`src/hw/rtl/ansi_terminal_command_encoder_assert.svh`:
```
// ----------------------------------------------------------------------------
// Assertion macros for the terminal command encoder
// Immediate-implication and next-cycle forms, clocked on clk, off in reset.
// ----------------------------------------------------------------------------
`ifndef ANSI_TERMINAL_COMMAND_ENCODER_ASSERT_SVH
`define ANSI_TERMINAL_COMMAND_ENCODER_ASSERT_SVH

// cons must hold in the same cycle as ante
`define ATE_ASSERT_NOW(label, ante, cons, msg) \
  label: assert property (@(posedge clk) disable iff (rst) (ante) |-> (cons)) \
    else $error(msg);

// cons must hold in the cycle after ante
`define ATE_ASSERT_NEXT(label, ante, cons, msg) \
  label: assert property (@(posedge clk) disable iff (rst) (ante) |=> (cons)) \
    else $error(msg);

`endif

```
`src/hw/rtl/ate_pkg.sv`:
```
// ----------------------------------------------------------------------------
// ate_pkg
// Command codes, byte constants, template tokens and converter handshake types.
// ----------------------------------------------------------------------------
package ate_pkg;

  localparam int KIND_W   = 4;
  localparam int VALUE_W  = 32;
  localparam int SECOND_W = 8;
  localparam int BYTE_W   = 8;
  localparam int IDX_W    = 4;
  localparam int NARROW_W = 9;    // widest small field: second_value + 10
  localparam int BCD_DIGITS = 10;
  localparam int BCD_W    = 4 * BCD_DIGITS;

  localparam logic [KIND_W-1:0] KIND_CHAR   = 4'd0;
  localparam logic [KIND_W-1:0] KIND_CRLF   = 4'd1;
  localparam logic [KIND_W-1:0] KIND_NUMBER = 4'd2;
  localparam logic [KIND_W-1:0] KIND_CLS    = 4'd3;
  localparam logic [KIND_W-1:0] KIND_UP     = 4'd4;
  localparam logic [KIND_W-1:0] KIND_DOWN   = 4'd5;
  localparam logic [KIND_W-1:0] KIND_LEFT   = 4'd6;
  localparam logic [KIND_W-1:0] KIND_RIGHT  = 4'd7;
  localparam logic [KIND_W-1:0] KIND_MOVETO = 4'd8;
  localparam logic [KIND_W-1:0] KIND_COLOR  = 4'd9;
  localparam logic [KIND_W-1:0] KIND_ERASE  = 4'd10;

  localparam logic [BYTE_W-1:0] CH_ESC   = 8'h1B;
  localparam logic [BYTE_W-1:0] CH_LBRK  = 8'h5B;
  localparam logic [BYTE_W-1:0] CH_SEMI  = 8'h3B;
  localparam logic [BYTE_W-1:0] CH_H     = 8'h48;
  localparam logic [BYTE_W-1:0] CH_M     = 8'h6D;
  localparam logic [BYTE_W-1:0] CH_UP    = 8'h41;
  localparam logic [BYTE_W-1:0] CH_DOWN  = 8'h42;
  localparam logic [BYTE_W-1:0] CH_RIGHT = 8'h43;
  localparam logic [BYTE_W-1:0] CH_LEFT  = 8'h44;
  localparam logic [BYTE_W-1:0] CH_J     = 8'h4A;
  localparam logic [BYTE_W-1:0] CH_K     = 8'h4B;
  localparam logic [BYTE_W-1:0] CH_ZERO  = 8'h30;
  localparam logic [BYTE_W-1:0] CH_MINUS = 8'h2D;
  localparam logic [BYTE_W-1:0] CH_CR    = 8'h0D;
  localparam logic [BYTE_W-1:0] CH_LF    = 8'h0A;
  localparam logic [BYTE_W-1:0] CH_TWO   = 8'h32;

  // template token operations
  localparam logic [1:0] OP_END = 2'd0;
  localparam logic [1:0] OP_LIT = 2'd1;
  localparam logic [1:0] OP_RAW = 2'd2;   // low byte of first_value
  localparam logic [1:0] OP_NUM = 2'd3;   // decimal of a source field

  // number sources
  localparam logic [1:0] SRC_FIRST = 2'd0;  // signed first_value
  localparam logic [1:0] SRC_LO    = 2'd1;  // low byte of first_value
  localparam logic [1:0] SRC_SV    = 2'd2;  // second_value
  localparam logic [1:0] SRC_SV10  = 2'd3;  // second_value + 10

  typedef struct packed {
    logic [1:0]        op;
    logic [BYTE_W-1:0] lit;
    logic [1:0]        src;
  } tok_t;

  typedef struct packed {
    logic start;
    logic narrow;
    logic pop;
  } bcd_ctl_t;

  typedef struct packed {
    logic       done;
    logic       one_left;
    logic [3:0] msd;
  } bcd_stat_t;

  localparam tok_t TOK_NONE = '{op: OP_END, lit: 8'h00, src: SRC_FIRST};

  function automatic tok_t lit_tok(input logic [BYTE_W-1:0] b);
    tok_t t;
    t = '{op: OP_LIT, lit: b, src: SRC_FIRST};
    return t;
  endfunction

  function automatic tok_t num_tok(input logic [1:0] s);
    tok_t t;
    t = '{op: OP_NUM, lit: 8'h00, src: s};
    return t;
  endfunction

  // Byte template of each command, one token per index.
  function automatic tok_t tmpl(input logic [KIND_W-1:0] kind, input logic [IDX_W-1:0] idx);
    tok_t t;
    logic [BYTE_W-1:0] dir;
    t = TOK_NONE;
    unique case (kind)
      KIND_UP:   dir = CH_UP;
      KIND_DOWN: dir = CH_DOWN;
      KIND_LEFT: dir = CH_LEFT;
      default:   dir = CH_RIGHT;
    endcase
    unique case (kind)
      KIND_CHAR: begin
        if (idx == 4'd0) t = '{op: OP_RAW, lit: 8'h00, src: SRC_FIRST};
      end
      KIND_CRLF: begin
        if (idx == 4'd0) t = lit_tok(CH_CR);
        else if (idx == 4'd1) t = lit_tok(CH_LF);
      end
      KIND_NUMBER: begin
        if (idx == 4'd0) t = num_tok(SRC_FIRST);
      end
      KIND_CLS: begin
        unique case (idx)
          4'd0:    t = lit_tok(CH_ESC);
          4'd1:    t = lit_tok(CH_LBRK);
          4'd2:    t = lit_tok(CH_TWO);
          4'd3:    t = lit_tok(CH_J);
          default: t = TOK_NONE;
        endcase
      end
      KIND_UP, KIND_DOWN, KIND_LEFT, KIND_RIGHT: begin
        unique case (idx)
          4'd0:    t = lit_tok(CH_ESC);
          4'd1:    t = lit_tok(CH_LBRK);
          4'd2:    t = num_tok(SRC_LO);
          4'd3:    t = lit_tok(dir);
          default: t = TOK_NONE;
        endcase
      end
      KIND_MOVETO: begin
        unique case (idx)
          4'd0:    t = lit_tok(CH_ESC);
          4'd1:    t = lit_tok(CH_LBRK);
          4'd2:    t = num_tok(SRC_SV);
          4'd3:    t = lit_tok(CH_SEMI);
          4'd4:    t = num_tok(SRC_LO);
          4'd5:    t = lit_tok(CH_H);
          default: t = TOK_NONE;
        endcase
      end
      KIND_COLOR: begin
        unique case (idx)
          4'd0:    t = lit_tok(CH_ESC);
          4'd1:    t = lit_tok(CH_LBRK);
          4'd2:    t = lit_tok(CH_ZERO);
          4'd3:    t = lit_tok(CH_SEMI);
          4'd4:    t = num_tok(SRC_LO);
          4'd5:    t = lit_tok(CH_SEMI);
          4'd6:    t = num_tok(SRC_SV10);
          4'd7:    t = lit_tok(CH_M);
          default: t = TOK_NONE;
        endcase
      end
      KIND_ERASE: begin
        unique case (idx)
          4'd0:    t = lit_tok(CH_ESC);
          4'd1:    t = lit_tok(CH_LBRK);
          4'd2:    t = lit_tok(CH_K);
          default: t = TOK_NONE;
        endcase
      end
      default: t = TOK_NONE;
    endcase
    return t;
  endfunction

endpackage

```
`src/hw/rtl/ate_ifs.sv`:
```
// ----------------------------------------------------------------------------
// ate_cmd_if / ate_byte_if
// Valid/ready channels for commands in and terminal bytes out.
// ----------------------------------------------------------------------------
interface ate_cmd_if import ate_pkg::*; ();
  logic                       valid;
  logic                       ready;
  logic [KIND_W-1:0]          kind;
  logic signed [VALUE_W-1:0]  first_value;
  logic [SECOND_W-1:0]        second_value;

  modport source (output valid, output kind, output first_value, output second_value,
                  input ready);
  modport sink   (input valid, input kind, input first_value, input second_value,
                  output ready);
endinterface

interface ate_byte_if import ate_pkg::*; ();
  logic              valid;
  logic              ready;
  logic [BYTE_W-1:0] out_byte;
  logic              last;

  modport source (output valid, output out_byte, output last, input ready);
  modport sink   (input valid, input out_byte, input last, output ready);
endinterface

```
`src/hw/rtl/ate_bcd.sv`:
```
// ----------------------------------------------------------------------------
// ate_bcd
// Bit-serial binary to BCD (shift and add-3), leading-zero trim, then
// hands out digits most significant first, one per pop.
// ----------------------------------------------------------------------------
module ate_bcd import ate_pkg::*; (
  input  logic               clk,
  input  logic               rst,
  input  bcd_ctl_t           ctl,
  input  logic [VALUE_W-1:0] mag,
  output bcd_stat_t          st
);

  localparam int CNT_W = $clog2(VALUE_W + 1);
  localparam int DIG_W = $clog2(BCD_DIGITS + 1);

  localparam logic [1:0] P_IDLE = 2'd0;
  localparam logic [1:0] P_DAB  = 2'd1;
  localparam logic [1:0] P_TRIM = 2'd2;
  localparam logic [1:0] P_DONE = 2'd3;

  logic [1:0]         phase;
  logic [VALUE_W-1:0] bin;
  logic [BCD_W-1:0]   bcd;
  logic [BCD_W-1:0]   adj;
  logic [CNT_W-1:0]   cnt;
  logic [DIG_W-1:0]   ndig;

  always_comb begin
    for (int i = 0; i < BCD_DIGITS; i++) begin
      adj[4*i +: 4] = (bcd[4*i +: 4] >= 4'd5) ? bcd[4*i +: 4] + 4'd3 : bcd[4*i +: 4];
    end
  end

  always_ff @(posedge clk) begin
    if (rst) begin
      phase <= P_IDLE;
    end else begin
      unique case (phase)
        P_IDLE: begin
          if (ctl.start) begin
            bcd <= '0;
            if (ctl.narrow) begin
              bin <= {mag[NARROW_W-1:0], {(VALUE_W-NARROW_W){1'b0}}};
              cnt <= CNT_W'(NARROW_W);
            end else begin
              bin <= mag;
              cnt <= CNT_W'(VALUE_W);
            end
            phase <= P_DAB;
          end
        end
        P_DAB: begin
          bcd <= {adj[BCD_W-2:0], bin[VALUE_W-1]};
          bin <= {bin[VALUE_W-2:0], 1'b0};
          cnt <= cnt - 1'b1;
          if (cnt == CNT_W'(1)) begin
            ndig  <= DIG_W'(BCD_DIGITS);
            phase <= P_TRIM;
          end
        end
        P_TRIM: begin
          // drop leading zeros, keep at least one digit
          if (bcd[BCD_W-1 -: 4] == 4'd0 && ndig > DIG_W'(1)) begin
            bcd  <= {bcd[BCD_W-5:0], 4'd0};
            ndig <= ndig - 1'b1;
          end else begin
            phase <= P_DONE;
          end
        end
        default: begin
          if (ctl.pop) begin
            bcd  <= {bcd[BCD_W-5:0], 4'd0};
            ndig <= ndig - 1'b1;
            if (ndig == DIG_W'(1)) phase <= P_IDLE;
          end
        end
      endcase
    end
  end

  assign st.done     = (phase == P_DONE);
  assign st.one_left = (ndig == DIG_W'(1));
  assign st.msd      = bcd[BCD_W-1 -: 4];

endmodule

```
`src/hw/rtl/ate_txreg.sv`:
```
// ----------------------------------------------------------------------------
// ate_txreg
// Output register between the sequencer and the byte channel.
// ----------------------------------------------------------------------------
module ate_txreg import ate_pkg::*; (
  input  logic              clk,
  input  logic              rst,
  input  logic              load,
  input  logic [BYTE_W-1:0] din,
  input  logic              din_last,
  output logic              space,
  ate_byte_if.source        tx
);

  logic              full;
  logic [BYTE_W-1:0] data;
  logic              data_last;

  assign space = !full || tx.ready;

  always_ff @(posedge clk) begin
    if (rst) begin
      full <= 1'b0;
    end else if (load) begin
      full <= 1'b1;
    end else if (tx.ready) begin
      full <= 1'b0;
    end
  end

  always_ff @(posedge clk) begin
    if (load) begin
      data      <= din;
      data_last <= din_last;
    end
  end

  assign tx.valid    = full;
  assign tx.out_byte = data;
  assign tx.last     = data_last;

endmodule

```
`src/hw/rtl/ansi_terminal_command_encoder.sv`:
```
// ----------------------------------------------------------------------------
// ansi_terminal_command_encoder
// Turns terminal commands into VT100/ANSI byte runs, one byte per item.
//
//   channel  dir  payload                           accepted when
//   cmd      in   kind, first_value, second_value   valid && ready
//   tx       out  out_byte, last                    valid && ready
//
// A command is taken only while the sequencer is idle; kinds 11..15 give no
// bytes. Literal bytes go out one at a time. A number is started, converted to
// BCD one bit at a time (32 bits, 9 for the narrow fields), trimmed of leading
// zeros and handed over, then sent one digit at a time after a '-' if negative.
// Backpressure on tx stalls the sequencer; one byte waits in the output register.
// Reset (rst, synchronous) returns to idle with the output register empty.
// ----------------------------------------------------------------------------
`include "ansi_terminal_command_encoder_assert.svh"

module ansi_terminal_command_encoder import ate_pkg::*; (
  input  logic       clk,
  input  logic       rst,
  ate_cmd_if.sink    cmd,
  ate_byte_if.source tx
);

  localparam logic [2:0] S_IDLE = 3'd0;
  localparam logic [2:0] S_TOK  = 3'd1;
  localparam logic [2:0] S_CONV = 3'd2;
  localparam logic [2:0] S_SIGN = 3'd3;
  localparam logic [2:0] S_DIG  = 3'd4;

  logic [2:0]          state, state_next;
  logic [IDX_W-1:0]    idx, idx_next;
  logic                neg, neg_next;
  logic [KIND_W-1:0]   kind;
  logic [VALUE_W-1:0]  first;
  logic [SECOND_W-1:0] second;

  tok_t               tok;
  logic               nxt_end;
  logic               kind_ok;
  logic [VALUE_W-1:0] mag;
  logic [NARROW_W-1:0] sv10;
  bcd_ctl_t           bcd_ctl;
  bcd_stat_t          bcd_st;
  logic               space;
  logic               load;
  logic [BYTE_W-1:0]  load_byte;
  logic               load_last;

  assign cmd.ready = (state == S_IDLE);
  assign kind_ok   = (tmpl(cmd.kind, '0).op != OP_END);

  assign tok     = tmpl(kind, idx);
  assign nxt_end = (tmpl(kind, idx + 1'b1).op == OP_END);
  assign sv10    = {1'b0, second} + NARROW_W'(10);

  always_comb begin
    unique case (tok.src)
      SRC_FIRST: mag = first[VALUE_W-1] ? (~first + 1'b1) : first;
      SRC_LO:    mag = {{(VALUE_W-BYTE_W){1'b0}}, first[BYTE_W-1:0]};
      SRC_SV:    mag = {{(VALUE_W-SECOND_W){1'b0}}, second};
      default:   mag = {{(VALUE_W-NARROW_W){1'b0}}, sv10};
    endcase
  end

  always_comb begin
    state_next     = state;
    idx_next       = idx;
    neg_next       = neg;
    load           = 1'b0;
    load_byte      = tok.lit;
    load_last      = 1'b0;
    bcd_ctl.start  = 1'b0;
    bcd_ctl.narrow = (tok.src != SRC_FIRST);
    bcd_ctl.pop    = 1'b0;
    unique case (state)
      S_IDLE: begin
        if (cmd.valid && kind_ok) begin
          state_next = S_TOK;
          idx_next   = '0;
        end
      end
      S_TOK: begin
        unique case (tok.op)
          OP_LIT, OP_RAW: begin
            load_byte = (tok.op == OP_RAW) ? first[BYTE_W-1:0] : tok.lit;
            load_last = nxt_end;
            if (space) begin
              load     = 1'b1;
              idx_next = idx + 1'b1;
              if (nxt_end) state_next = S_IDLE;
            end
          end
          OP_NUM: begin
            bcd_ctl.start = 1'b1;
            neg_next      = (tok.src == SRC_FIRST) && first[VALUE_W-1];
            state_next    = S_CONV;
          end
          default: state_next = S_IDLE;
        endcase
      end
      S_CONV: begin
        if (bcd_st.done) state_next = neg ? S_SIGN : S_DIG;
      end
      S_SIGN: begin
        load_byte = CH_MINUS;
        if (space) begin
          load       = 1'b1;
          state_next = S_DIG;
        end
      end
      S_DIG: begin
        load_byte = CH_ZERO + {4'd0, bcd_st.msd};
        load_last = bcd_st.one_left && nxt_end;
        if (space) begin
          load        = 1'b1;
          bcd_ctl.pop = 1'b1;
          if (bcd_st.one_left) begin
            idx_next   = idx + 1'b1;
            state_next = nxt_end ? S_IDLE : S_TOK;
          end
        end
      end
      default: state_next = S_IDLE;
    endcase
  end

  always_ff @(posedge clk) begin
    if (rst) begin
      state <= S_IDLE;
      idx   <= '0;
      neg   <= 1'b0;
    end else begin
      state <= state_next;
      idx   <= idx_next;
      neg   <= neg_next;
    end
  end

  always_ff @(posedge clk) begin
    if (cmd.valid && cmd.ready) begin
      kind   <= cmd.kind;
      first  <= cmd.first_value;
      second <= cmd.second_value;
    end
  end

  ate_bcd u_bcd (
    .clk (clk),
    .rst (rst),
    .ctl (bcd_ctl),
    .mag (mag),
    .st  (bcd_st)
  );

  ate_txreg u_txreg (
    .clk      (clk),
    .rst      (rst),
    .load     (load),
    .din      (load_byte),
    .din_last (load_last),
    .space    (space),
    .tx       (tx)
  );

  `ATE_ASSERT_NOW(a_load_space, load, space, "byte loaded into a full output register")
  `ATE_ASSERT_NOW(a_pop_done, bcd_ctl.pop, bcd_st.done, "digit taken before conversion done")
  `ATE_ASSERT_NOW(a_start_tok, bcd_ctl.start, state == S_TOK, "conversion started outside token step")
  `ATE_ASSERT_NEXT(a_last_idle, load && load_last, state == S_IDLE, "run ended but sequencer busy")
  `ATE_ASSERT_NEXT(a_cmd_start, cmd.valid && cmd.ready && kind_ok, state == S_TOK,
                   "accepted command did not start")

endmodule

```
`src/flat_wrapper.sv`:
```
// flat-port wrapper written by rule: the top's interface ports become plain ports
module ansi_terminal_command_encoder_flat import ate_pkg::*;
  (clk, rst, cmd_valid, cmd_kind, cmd_first_value, cmd_second_value, cmd_ready, tx_valid, tx_out_byte, tx_last, tx_ready);
  ate_cmd_if cmd_i ();
  ate_byte_if tx_i ();
  input  logic clk;
  input  logic rst;
  input wire logic [$bits(cmd_i.valid)-1:0] cmd_valid;
  input wire logic [$bits(cmd_i.kind)-1:0] cmd_kind;
  input wire logic [$bits(cmd_i.first_value)-1:0] cmd_first_value;
  input wire logic [$bits(cmd_i.second_value)-1:0] cmd_second_value;
  output wire logic [$bits(cmd_i.ready)-1:0] cmd_ready;
  output wire logic [$bits(tx_i.valid)-1:0] tx_valid;
  output wire logic [$bits(tx_i.out_byte)-1:0] tx_out_byte;
  output wire logic [$bits(tx_i.last)-1:0] tx_last;
  input wire logic [$bits(tx_i.ready)-1:0] tx_ready;
  assign cmd_i.valid = cmd_valid;
  assign cmd_i.kind = cmd_kind;
  assign cmd_i.first_value = cmd_first_value;
  assign cmd_i.second_value = cmd_second_value;
  assign cmd_ready = cmd_i.ready;
  assign tx_valid = tx_i.valid;
  assign tx_out_byte = tx_i.out_byte;
  assign tx_last = tx_i.last;
  assign tx_i.ready = tx_ready;
  ansi_terminal_command_encoder u_core (.clk(clk), .rst(rst), .cmd(cmd_i), .tx(tx_i));
endmodule
```
`config.mk`:
```
export PLATFORM = sky130hd
export DESIGN_NAME = ansi_terminal_command_encoder_flat
export DESIGN_NICKNAME = d
export VERILOG_FILES = /design/src/hw/rtl/ate_pkg.sv /design/src/hw/rtl/ate_ifs.sv /design/src/hw/rtl/ate_bcd.sv /design/src/hw/rtl/ate_txreg.sv /design/src/hw/rtl/ansi_terminal_command_encoder.sv /design/src/flat_wrapper.sv
export VERILOG_INCLUDE_DIRS = /design/src /design/src/hw/rtl
export SDC_FILE = /design/constraint.sdc
export NUM_CORES = 1
export LEC_CHECK = 0
export ABC_AREA = 1
export BUFFER_PORTS_ARGS = -buffer_cell sky130_fd_sc_hd__buf_2
export CORE_ASPECT_RATIO = 2
export CORE_MARGIN = 5
export CORE_UTILIZATION = 57
export CTS_CLUSTER_DIAMETER = 100
export DETAILED_ROUTE_END_ITERATION = 7
export HOLD_SLACK_MARGIN = 0.03
export PLACE_DENSITY = 0.76
export SLEW_MARGIN = 20
export SYNTH_ARGS = -nofsm -noshare
export SYNTH_HDL_FRONTEND = slang
export SYNTH_HIERARCHICAL = 1
export SYNTH_SLANG_ARGS = --single-unit
export TNS_END_PERCENT = 20
```
`constraint.sdc`:
```
create_clock -name clk -period 6.8 [get_ports clk]
set_input_delay 1.36 -clock clk [delete_from_list [all_inputs] [get_ports clk]]
set_output_delay 1.36 -clock clk [all_outputs]
set_load 0.005 [all_outputs]
```
# After elaboration in Yosys (flattened, before gate mapping)
# Memory sizes are Yosys's and may differ from the RTL's. A register that Yosys moved wholly into a read port is not among the register bits.
# Index checks and enable logic that the tools add are counted.
[word_totals] ff_bits=146 romBits=160 n_memories=2 inputBits=48
[op_classes] add_sub_neg=16 mux=86 order_cmp=11 bitwise=3 reduce_logical=35 n_eq_ne=57
[memory_table] name="(no name shown)" words=8 word_bits=10 read_ports=1 rd_ports_with_merged_regs=0 write_ports=0 line="ate_pkg.sv:141" text="unique case (idx)"
[memory_table] name="(no name shown)" words=8 word_bits=10 read_ports=1 rd_ports_with_merged_regs=1 write_ports=0 line="ate_pkg.sv:141"
[ops] operator="one-hot mux 12 bit (8 select lines)" count=2
[ops] operator="one-hot mux 12 bit (4 select lines)" count=3
[ops] operator="one-hot mux 12 bit (6 select lines)" count=2
[ops] operator="two-way mux 40 bit" count=3
[ops] operator="one-hot mux 40 bit (3 select lines)" count=1
[ops] operator="two-way mux 12 bit" count=8
[ops] operator="two-way mux 32 bit" count=3
[ops] operator="one-hot mux 32 bit (3 select lines)" count=1
[ops] operator="one-hot mux 11 bit (4 select lines)" count=2
[ops] operator="two-way mux 4 bit" count=17
[ops] operator="one-hot mux 11 bit (3 select lines)" count=2
[ops] operator="one-hot mux 32 bit (2 select lines)" count=1
[ops] operator="equality test 4 x 3 -> 1 bit (second input constant)" count=12
[ops] operator=">= comparator 4 x 3 -> 1 bit (second input constant)" count=10
[ops] operator="adder 4 x 2 -> 4 bit (second input constant)" count=9
[ops] operator="two-way mux 3 bit" count=11
[ops] operator="adder 32 x 1 -> 32 bit (second input constant)" count=1
[ops] operator="equality test 4 x 2 -> 1 bit (second input constant)" count=8
[ops] operator="inverter 32 bit" count=1
[ops] operator="equality test 4 bit (second input constant)" count=6
[ops] operator="one-hot mux 4 bit (3 select lines)" count=2
[ops] operator="one-hot mux 8 bit (3 select lines)" count=1
[ops] operator="two-way mux 11 bit" count=2
[ops] operator="equality test 4 x 1 -> 1 bit (second input constant)" count=5
[ops] operator="other kinds (45)" count=95

# Longest topological paths before layout
# Gate-level depths: netlist of run 1.
[depth] word_depth=10 depth_mapped=23

# Cells and area by module
# The synthesis of run 1 kept the hierarchy.
[modules_own_cells] module="ate_bcd" area_each_um2=4720.8 cells_per_inst=484 n_inst=1
[modules_own_cells] module="ansi_terminal_command_encoder" area_each_um2=4156.5 cells_per_inst=577 n_inst=1
[modules_own_cells] module="ate_txreg" area_each_um2=312.8 cells_per_inst=14 n_inst=1

# Worst setup path before layout of run 1
# Ideal clock, no wire load.
[synth_timing] path_type="input -> register" from="in cmd_valid" to="reg u_core.first[0], enable pin" slack_ns=1.883 stages=2 arrival_ns=4.417 n_path_buf=0 required_ns=6.300 setup_ns=0.500 cell_sequence="inv_1 > nor3_1"
[synth_between] elab_chain_cells=1
[synth_rtl] element="start: declaration" line="flat_wrapper.sv:8" text="input wire logic [$bits(cmd_i.valid)-1:0] cmd_valid;"
[synth_rtl] element="logical AND 1 bit" line="ansi_terminal_command_encoder.sv:141" text="if (cmd.valid && cmd.ready) begin"
[synth_rtl] element="end signal: assignment" line="ansi_terminal_command_encoder.sv:143" text="first <= cmd.first_value;"
[synth_rtl] element="end: declaration" line="ansi_terminal_command_encoder.sv:35" text="logic [VALUE_W-1:0] first;"
# No other way between the ends.
# A chain may end at the register's enable or synchronous reset.

# Worst setup path in the final report of run 1
[layout_timing] from="reg u_core.idx[0]" to="reg u_core.u_txreg.data[0] (netlist: u_core/u_txreg/tx.out_byte[0]), data pin"
[layout_between] elab_chain_cells=8
[layout_rtl] element="start: declaration" line="ansi_terminal_command_encoder.sv:32" text="logic [IDX_W-1:0] idx, idx_next;"
[layout_rtl] element="start signal: assignment" line="ansi_terminal_command_encoder.sv:135" text="idx <= idx_next;"
[layout_rtl] element="equality test 4 x 1 -> 1 bit"
[layout_rtl] element="two-way mux 11 bit" line="ate_pkg.sv:106" text="else if (idx == 4'd1) t = lit_tok(CH_LF);"
[layout_rtl] element="two-way mux 12 bit" line="ate_pkg.sv:105" text="if (idx == 4'd0) t = lit_tok(CH_CR);"
[layout_rtl] element="one-hot mux 12 bit (8 select lines) *" line="ate_pkg.sv:100" text="unique case (kind)"
[layout_rtl] element="equality test 2 bit / equality test 2 x 1 -> 1 bit (equally long branches)" line="ansi_terminal_command_encoder.sv:84, ansi_terminal_command_encoder.sv:86"
[layout_rtl] element="two-way mux 8 bit / OR reduction 2 bit (equally long branches)" line="ansi_terminal_command_encoder.sv:86, ansi_terminal_command_encoder.sv:84"
[layout_rtl] element="two-way mux 8 bit" line="ansi_terminal_command_encoder.sv:84" text="unique case (tok.op)"
[layout_rtl] element="one-hot mux 8 bit (3 select lines) *" line="ansi_terminal_command_encoder.sv:76" text="unique case (state)"
[layout_rtl] element="net u_core.load_byte[0]" line="ansi_terminal_command_encoder.sv:47" text="logic [BYTE_W-1:0] load_byte;"
[layout_rtl] element="end signal: assignment" line="ate_txreg.sv:33" text="data <= din;"
[layout_rtl] element="end: declaration" line="ate_txreg.sv:16" text="logic [BYTE_W-1:0] data;"
# Mark *: on every way through the listed nets, which the timed path passes. The rest lies on a longest branch.

==> out/summary.md, run 1 <==
The leading cell type in the layout, fill and taps excluded is sky130_fd_sc_hd__nand2_1. Number of buffer and inverter stages on the critical path: 6. The max-cap check violation count was 0; the share of synthesized registers carrying an async set or reset was 0%.

The logs give 0 for the initial antenna violation count and 1162 for the synthesized net count. After clock tree synthesis, the clock-pin slew on the worst setup and hold paths is 0.08 ns. For this design the top-level I/O count stands at 59.

Walking the worst path, the cells encountered are inv_1 -> ha_1 -> nand2_1 -> nand2_2 -> inv_1 -> nand2_1 -> o21ai_1 -> nand2_1 -> nor3_1 -> nand2_1 -> inv_1 -> ha_1 -> inv_1 -> nand2_1 -> nor2_1 -> inv_1 -> nor2_1 -> a211oi_1 -> o211ai_1 -> nand2_1 -> inv_1. The all-layer global routing usage is 23.49%, and the total of cells resized after clock tree synthesis is 0. TritonCTS built the clock tree.

The tools report the kind of launch point of the worst setup path as a flop. The count of endpoints failing setup in the final report is 0. The proportion of netlist area held by the largest area contributor was 44.11%. At the pin with the least slew margin, the transition time is 0.8535 ns. Relative contribution of sequential cells to total power: 39.3%.

The initial core utilization is 57.95%. The tools report the cell-internal power as 2.409 mW. In this run switching power makes up 40.10% of total power. The core region is 15860 um^2. The worst clock skew on the final layout came out at 0.01153 ns. Post-CTS timing repair inserted 0 buffers for setup. The run gives 7474 as the number of global-route vias before repair.

The areal power density over the cells was 391.4 nW/um^2. The total count of max-transition violations in the final report is 0, and the final critical path time including I/O delays and setup is 3.479 ns. The logs give 3.66 ns for the worst path arrival time and 21.63 mm for the total routed wirelength. The min-delay analysis places its worst path in the category reg -> reg. Headroom to the max-slew limit came out at 43.04%. IR analysis of the VDD net gives a maximum drop of 0.2911 mV. In this run the horizontal extent of the chip is 99.79 um. For this run, the number of Yosys warnings is 6. The run finished with clean final reports. A synthesized cell averages 8.549 um^2. In the final layout, the share of cells above drive strength 1 is 12.67%.

Launching element of the worst setup path: u_core/idx[0]. The tools report the detailed-router iteration count before antenna repair as 5. The gate family responsible for the most delay along the worst path is simple AND/OR/NAND/NOR gates. The number of sinks handled by clock tree synthesis came out at 154. Fill cells in the final layout number 1343. In the layout the commonest cells are sky130_fd_sc_hd__nand2_1 (200), sky130_fd_sc_hd__inv_1 (143), sky130_fd_sc_hd__edfxtp_1 (135), sky130_fd_sc_hd__nor2_1 (109), sky130_fd_sc_hd__o21ai_0 (104).

The run gives 26.13% as the met1 track utilization from global routing. The highest fanout seen on the critical path is 7. The run gives 0 as the post-cts hold buffer count. The repair_antennas step left the layout with diodes totalling 0. Compared with the post-synthesis result, the final layout area differs by 11.78%. The worst register-to-register path begins at u_core/idx[0]. The longest clock path from root to sink contains 2 buffers.

The logic depth of the worst register-to-register path was 21. Setup repair after global routing left no endpoint under its margin. Static timing analysis puts the maximum clock frequency at 0.2874 GHz. Using the TritonRoute via totals, the vias-per-cell ratio works out to 5.630.

Data on the critical path is required at its endpoint by 6.99 ns. The logs give 0 for the total grt overflow and 0.43 ns for the clock latency reported for the late side of the worst-skew pair. The die is 189.6 um tall. After synthesis, flip-flops and latches occupy 48.25% of the total area.

The number of unique standard cell types used by synthesis came out at 46. The net count of the finished layout is 1218. In the final routed layout, each cell accounts on average for 16.08 um. Entering global routing, the biggest net connects 64 pins. In this run, the number of DRC markers left after iteration 0 of detailed routing was 568. Once detailed placement completed, the half-perimeter wirelength came to 15.87 mm. In this run the number of cells on the critical path is 21. In this run the most critical hold path is launched from u_core/u_bcd/bin[31].

The layer flagged by global routing as most heavily used is met2. The maximum cell stage delay along the critical path was 0.46 ns; the static power due to leakage was 4.371 nW. The worst hold path passes through 2 cells.

After layout, the design draws a total of 4.021 mW. Setup total negative slack on the finished layout was measured at 0 ns. The H-tree generated during clock tree synthesis spans 4 levels. The die covers 18920 um^2. The number of clock buffers added by TritonCTS is 17.

The tools report the kind of capture point of the worst setup path as a flop. After detailed routing, the number of remaining DRC violations is 0. Yosys attributes the largest share of cell area to sky130_fd_sc_hd__edfxtp_1 (44%), sky130_fd_sc_hd__nand2_1 (8.2%), sky130_fd_sc_hd__inv_1 (5.8%), sky130_fd_sc_hd__o21ai_0 (5.7%), sky130_fd_sc_hd__ha_1 (5.3%). Part of the total power dissipated in the clock network: 24.4%.

The critical-path cell with the highest stage delay is sky130_fd_sc_hd__dfxtp_1. After synthesis the netlist holds a flip-flop and latch count of 154. The detailed router placed 7573 vias in this run. The count of buffers added on input and output ports is 58. The floorplan has 65 rows.

The detail route stage leaves a number of antenna-violating nets equal to 0. The cell area after synthesis is 9190 um^2, and the met2 layer usage reported by global route is 42.43%. The congestion estimate from routability-driven global placement came to 1.042. After technology mapping, the gate count stands at 1075. The cell taking the most area after synthesis was sky130_fd_sc_hd__edfxtp_1.

The net switching power of the design came out at 1.612 mW. The number of enable-type register cells in the synthesized netlist came out at 135. Combinational logic burns 36.3% of the power.

Buffer cell driving the clock tree root: sky130_fd_sc_hd__clkbuf_16. The share of the clock period used by the worst path works out to 51.17%. The final-report hold violation count is 0.

The worst setup path is of the reg -> reg kind. The wire length of the first global-routing pass is 35.48 mm. The global-route track usage on met3 came out at 3.633%.

The predominant post-synthesis flop cell was sky130_fd_sc_hd__edfxtp_1.
-- synth_stat cells, types with 11 or more instances --
master                     count
sky130_fd_sc_hd__a21oi_1      67
sky130_fd_sc_hd__a22o_1       15
sky130_fd_sc_hd__dfxtp_1      19
sky130_fd_sc_hd__edfxtp_1    135
sky130_fd_sc_hd__ha_1         39
sky130_fd_sc_hd__inv_1       143
sky130_fd_sc_hd__inv_2        11
sky130_fd_sc_hd__nand2_1     200
sky130_fd_sc_hd__nand3_1      42
sky130_fd_sc_hd__nor2_1      110
sky130_fd_sc_hd__nor3_1       21
sky130_fd_sc_hd__o211ai_1     11
sky130_fd_sc_hd__o21ai_0     104
sky130_fd_sc_hd__o21ai_1      18
sky130_fd_sc_hd__xor2_1       24
-- flip-flops by register name (all words and copies together), names as in the netlist, 3 cells and up, named ones only --
name,cells
u_core/u_bcd/bin,32
u_core/u_txreg/tx.out_byte,8
u_core/idx,4
u_core/second,8
u_core/kind,4
u_core/state,3
u_core/u_bcd/ndig,4
u_core/u_bcd/cnt,6
u_core/first,32
u_core/u_bcd/bcd,40
-- worst paths after layout --
| path | endpoint | slack, ns |
|---|---|---|
| setup / recovery | u_core/u_txreg/tx.out_byte[0] | 3.32 |
| hold / removal | u_core/u_bcd/bcd[0] | 0.51 |
| setup reg to reg | u_core/u_txreg/tx.out_byte[0] | 3.32 |
| hold reg to reg | u_core/u_bcd/bcd[0] | 0.51 |
-- per-layer routing --
| layer | wire [um] | vias up |
|---|---|---|
| li1 | - | 3748 |
| met5 | 0 | - |
| met3 | 901 | 59 |
| met4 | 937 | 0 |
| met2 | 11720 | 223 |
| met1 | 8072 | 3543 |
-- logic make-up (layout without fill, tap and decap cells) --
kind of cell | count (synthesis) | count (layout) | synth area share (%)
compound gates | 249 | 249 | 15.51
xor+xnor | 28 | 28 | 2.668
fa+ha+maj | 39 | 39 | 5.310
buf+inv | 179 | 248 | 7.842
flops | 154 | 154 | 48.25
simple gates | 426 | 426 | 20.42
-- worst reg2reg max path, stage by stage, from the launching register on --
cell and delay, ns:
sky130_fd_sc_hd__dfxtp_1 0.46, sky130_fd_sc_hd__inv_1 0.12, sky130_fd_sc_hd__ha_1 0.26, sky130_fd_sc_hd__nand2_1 0.16, sky130_fd_sc_hd__nand2_2 0.14, sky130_fd_sc_hd__inv_1 0.12, sky130_fd_sc_hd__nand2_1 0.11, sky130_fd_sc_hd__o21ai_1 0.19
sky130_fd_sc_hd__nand2_1 0.07, sky130_fd_sc_hd__nor3_1 0.16, sky130_fd_sc_hd__nand2_1 0.13, sky130_fd_sc_hd__inv_1 0.08, sky130_fd_sc_hd__ha_1 0.19, sky130_fd_sc_hd__inv_1 0.05, sky130_fd_sc_hd__nand2_1 0.14, sky130_fd_sc_hd__nor2_1 0.11
sky130_fd_sc_hd__inv_1 0.08, sky130_fd_sc_hd__nor2_1 0.04, sky130_fd_sc_hd__a211oi_1 0.37, sky130_fd_sc_hd__o211ai_1 0.13, sky130_fd_sc_hd__nand2_1 0.08, sky130_fd_sc_hd__inv_1 0.04
-- power by group through the flow --
stage	registers [mW]	clock network [mW]	logic, mW
after floorplan	1.55	0	1.09
after global placement	1.59	0	1.41
after detailed placement	1.60	0	1.44
after CTS	1.58	1.00	1.45
after global routing	1.61	1.06	1.65
final	1.58	0.982	1.46
-- layout make-up --
class                   count  area (um^2)  share of cell area [%]
flip-flops and latches    154         4434                   43.17
multi-input cells         742         4055                   39.48
inverters                 154        578.1                   5.627
clock buffers              17        425.4                   4.141
repair buffers             62        332.8                   3.240
well taps                 201        251.5                   2.448
clock inverters            15        195.2                   1.900
-- metrics by stage --
| stage | instances | cell area [um^2] | worst slack (ns) | util [%] | hold slack (ns) |
|---|---|---|---|---|---|
| floorplan | 1075 | 9190 | 1.883 | - | 0.4814 |
| global placement | 1312 | 9632 | 3.499 | 60.73 | 0.4841 |
| detailed placement | 1312 | 9632 | 3.384 | 60.73 | 0.5012 |
| CTS | 1344 | 10250 | 3.360 | 64.65 | 0.5116 |
| global route | 1345 | 10270 | 3.041 | 64.77 | 0.5517 |
| finish | 1345 | 10270 | 3.321 | 64.77 | 0.5106 |
(Power assumes the default switching activity.)
==> run 2, diff against run 1 <==
--- a/config.mk
+++ b/config.mk
@@ -10,11 +10,11 @@
 export BUFFER_PORTS_ARGS = -buffer_cell sky130_fd_sc_hd__buf_2
 export CORE_ASPECT_RATIO = 2
 export CORE_MARGIN = 5
-export CORE_UTILIZATION = 57
+export CORE_UTILIZATION = 56
 export CTS_CLUSTER_DIAMETER = 100
 export DETAILED_ROUTE_END_ITERATION = 7
 export HOLD_SLACK_MARGIN = 0.03
-export PLACE_DENSITY = 0.76
+export PLACE_DENSITY = 0.77
 export SLEW_MARGIN = 20
 export SYNTH_ARGS = -nofsm -noshare
 export SYNTH_HDL_FRONTEND = slang
==> constraint.sdc (replaced) <==
create_clock -name clk -period 3.2 [get_ports clk]
set_input_delay 0.64 -clock clk [delete_from_list [all_inputs] [get_ports clk]]
set_output_delay 0.64 -clock clk [all_outputs]
set_load 0.005 [all_outputs]
==> out/summary.md, run 2 (synthesized netlist as in run 1, its figures left out) <==
The number of I/O pins is 59. The logs give 7767 for the number of global-route vias before repair and 16190 um^2 for the core box area. Using the TritonRoute via totals, the vias-per-cell ratio works out to 5.626. The routed length per instance is 16.38 um, and the worst hold slack is 0.3823 ns. Headroom to the max-slew limit came out at 53.36%. The total count of max-transition violations in the final report was 0. In the routed design, unresolved DRC markers number 0. The leading cell type in the layout, fill and taps excluded is sky130_fd_sc_hd__nand2_1. The tools report the number of sinks handled by clock tree synthesis as 154. Critical path class: reg -> reg. Setup repair after global routing could not meet its margin everywhere. The detailed router finished its first iteration with 551 violations. The tools report the number of fill cells in the layout as 1366.

STA classifies the critical path endpoint as a flop. For this run, the top clock speed supported by timing is 0.3352 GHz. Of the cells placed in the final design, the portion with a size suffix greater than 1 is 15.80%. Setup slack on the critical path of the routed design comes to 0.2169 ns. The final route contains 7769 vias.

The share of the clock period used by the worst path came out at 93.22%. The first global-routing pass estimated 36.19 mm of wire. After layout, the minimum clock period comes to 2.983 ns. The total routed wirelength was 22.62 mm.

The first TritonRoute pass finished after 8 iterations. After routing the design area is 10550 um^2. Area added between synthesis and finish: 14.76%. Once placement completed, the tool counted placed cells totaling 1348. The post-CTS clock slew at the launch and capture registers of the worst setup and hold paths works out to 0.07 ns. The tools report the post-CTS setup buffer count as 0. In this run the worst hold path is classified as in -> reg. The die is 191.2 um tall.

The tools report the maximum VDD drop as 0.6067 mV. Counting along the longest clock path gives a buffer depth of 2. Setup violations remaining at the end of the flow were counted as 0. The floorplan step set the die width to 100.6 um. The run finished with clean final reports. Once placement finished, the instance area stood at 9908 um^2.

The cell sitting at the root of the clock tree is a sky130_fd_sc_hd__clkbuf_16. In the layout the commonest cells are sky130_fd_sc_hd__nand2_1 (197), sky130_fd_sc_hd__inv_1 (143), sky130_fd_sc_hd__edfxtp_1 (135), sky130_fd_sc_hd__nor2_1 (109), sky130_fd_sc_hd__o21ai_0 (104). The worst setup path is launched from a flop.

The run gives 0 as the remaining antenna violation count after routing. Ranked by flip-flop count, first place goes to u_core/u_bcd/bcd. The largest registers in the layout are u_core/u_bcd/bcd: 40 flops, u_core/first: 32 flops, u_core/u_bcd/bin: 32 flops. For this run the aggregate overflow at the end of global routing stands at 0. The max-cap check violation count came out at 0.

The floorplan has 66 rows. The finished layout holds 1381 standard cells, fillers aside. The transition at the pin with the smallest max-transition slack came out at 0.6996 ns. The tools report the routability congestion estimate from global placement as 0.9699.

Entering global routing, the biggest net connects 64 pins. The CTS H-tree depth is 4. The tools report the number of clock buffers inserted by TritonCTS as 17. The initial utilization of the core area, before any placement, comes to 56.78%. At the end of the flow, the number of nets in the layout was 1251. In this run the static leakage power is 4.518 nW. The later pin in the worst-skew pair is clocked with a latency of 0.43 ns. The area of the die is 19230 um^2.

Final-report hold violation count: 0. The worst path arrival time is 3.34 ns. The worst clock skew on the final layout was 0.01226 ns; the post-layout utilization of the core was 65.16%. The initial antenna violation count is 0. TritonCTS built the clock tree. 0 antenna diodes ended up in the layout.

The areal power density over the cells came out at 829.1 nW/um^2. The final HPWL from detailed placement was 16.84 mm. The count of buffers added on input and output ports is 58.

The logs give -0.01615 ns for the minimum setup slack after placement and 23.97% for the all-layer global routing usage. The highest fanout seen on the critical path works out to 8. The flip-flop count of the largest register, all copies and words added was 40. The post-cts hold buffer count is 0, and the critical path required time is 3.56 ns.
run 2: path summary, 6_finish.rpt:
path                                           start                   to  slack [ns]  cells after the start
worst max-delay path                   u_core/idx[0]                 flop        0.22                     21
worst min-delay path             cmd_second_value[4]     u_core/second[4]        0.38                      1
worst max register to register         u_core/idx[0]                 flop        0.22                     21
worst min register to register  u_core/u_bcd/bin[31]  u_core/u_bcd/bcd[0]        0.50                      2
run 2: repair_timing:
action | in CTS | in global routing
hold endpoints to repair | 0 | 0
resized for setup | 1 | 10
gates cloned | 0 | 1
pin swaps | 0 | 2
setup endpoints to repair | 1 | 56
run 2: per-layer routing:
layer	vias up	routed length, um	track usage [%]
met2	248	12650	45.20
li1	3820	-	-
met5	-	0	0
met4	0	963	12.71
met1	3645	8160	24.71
met3	56	844	3.397
run 2: area by class of cell:
type                       instances  area (um^2)  area share (%)
timing repair buffer              94        573.1           5.434
tap                              204        255.2           2.420
clock buffer                      17        425.4           4.034
multi-input combinational        743         4106           38.94
sequential                       154         4437           42.07
inverter                         154        578.1           5.481
clock inverter                    15        171.4           1.625
run 2: worst max-delay path, cell delays in order (launching register included):
cell,delay [ns]
sky130_fd_sc_hd__dfxtp_2,0.36
sky130_fd_sc_hd__inv_1,0.08
sky130_fd_sc_hd__ha_1,0.26
sky130_fd_sc_hd__nand2_2,0.12
sky130_fd_sc_hd__nand2_2,0.08
sky130_fd_sc_hd__inv_1,0.10
sky130_fd_sc_hd__nand2_2,0.10
sky130_fd_sc_hd__o21ai_2,0.16
sky130_fd_sc_hd__nand2_1,0.08
sky130_fd_sc_hd__nor3_2,0.11
sky130_fd_sc_hd__nand2_1,0.09
sky130_fd_sc_hd__inv_1,0.06
sky130_fd_sc_hd__ha_1,0.26
sky130_fd_sc_hd__nor2_4,0.15
sky130_fd_sc_hd__nand2_1,0.06
sky130_fd_sc_hd__nand2_1,0.10
sky130_fd_sc_hd__nand3_4,0.13
sky130_fd_sc_hd__nand2_1,0.09
sky130_fd_sc_hd__o21ai_1,0.10
sky130_fd_sc_hd__nor2_4,0.21
sky130_fd_sc_hd__nand3_1,0.14
sky130_fd_sc_hd__o21ai_1,0.09
run 2: stage by stage:
step,power [mW],setup TNS [ns]
3_3_place_gp,6.595,0
6_report,8.744,0
5_1_grt,9.327,-0.02086
3_5_place_dp,6.672,-0.01615
2_1_floorplan,5.608,-42.36
4_1_cts,8.704,0
run 2: power by group:
group          switching, mW  leakage (nW)  internal, mW
Combinational           2.22          2.82          1.17
Sequential             0.368          1.41          2.98
Clock                  0.957         0.285          1.05
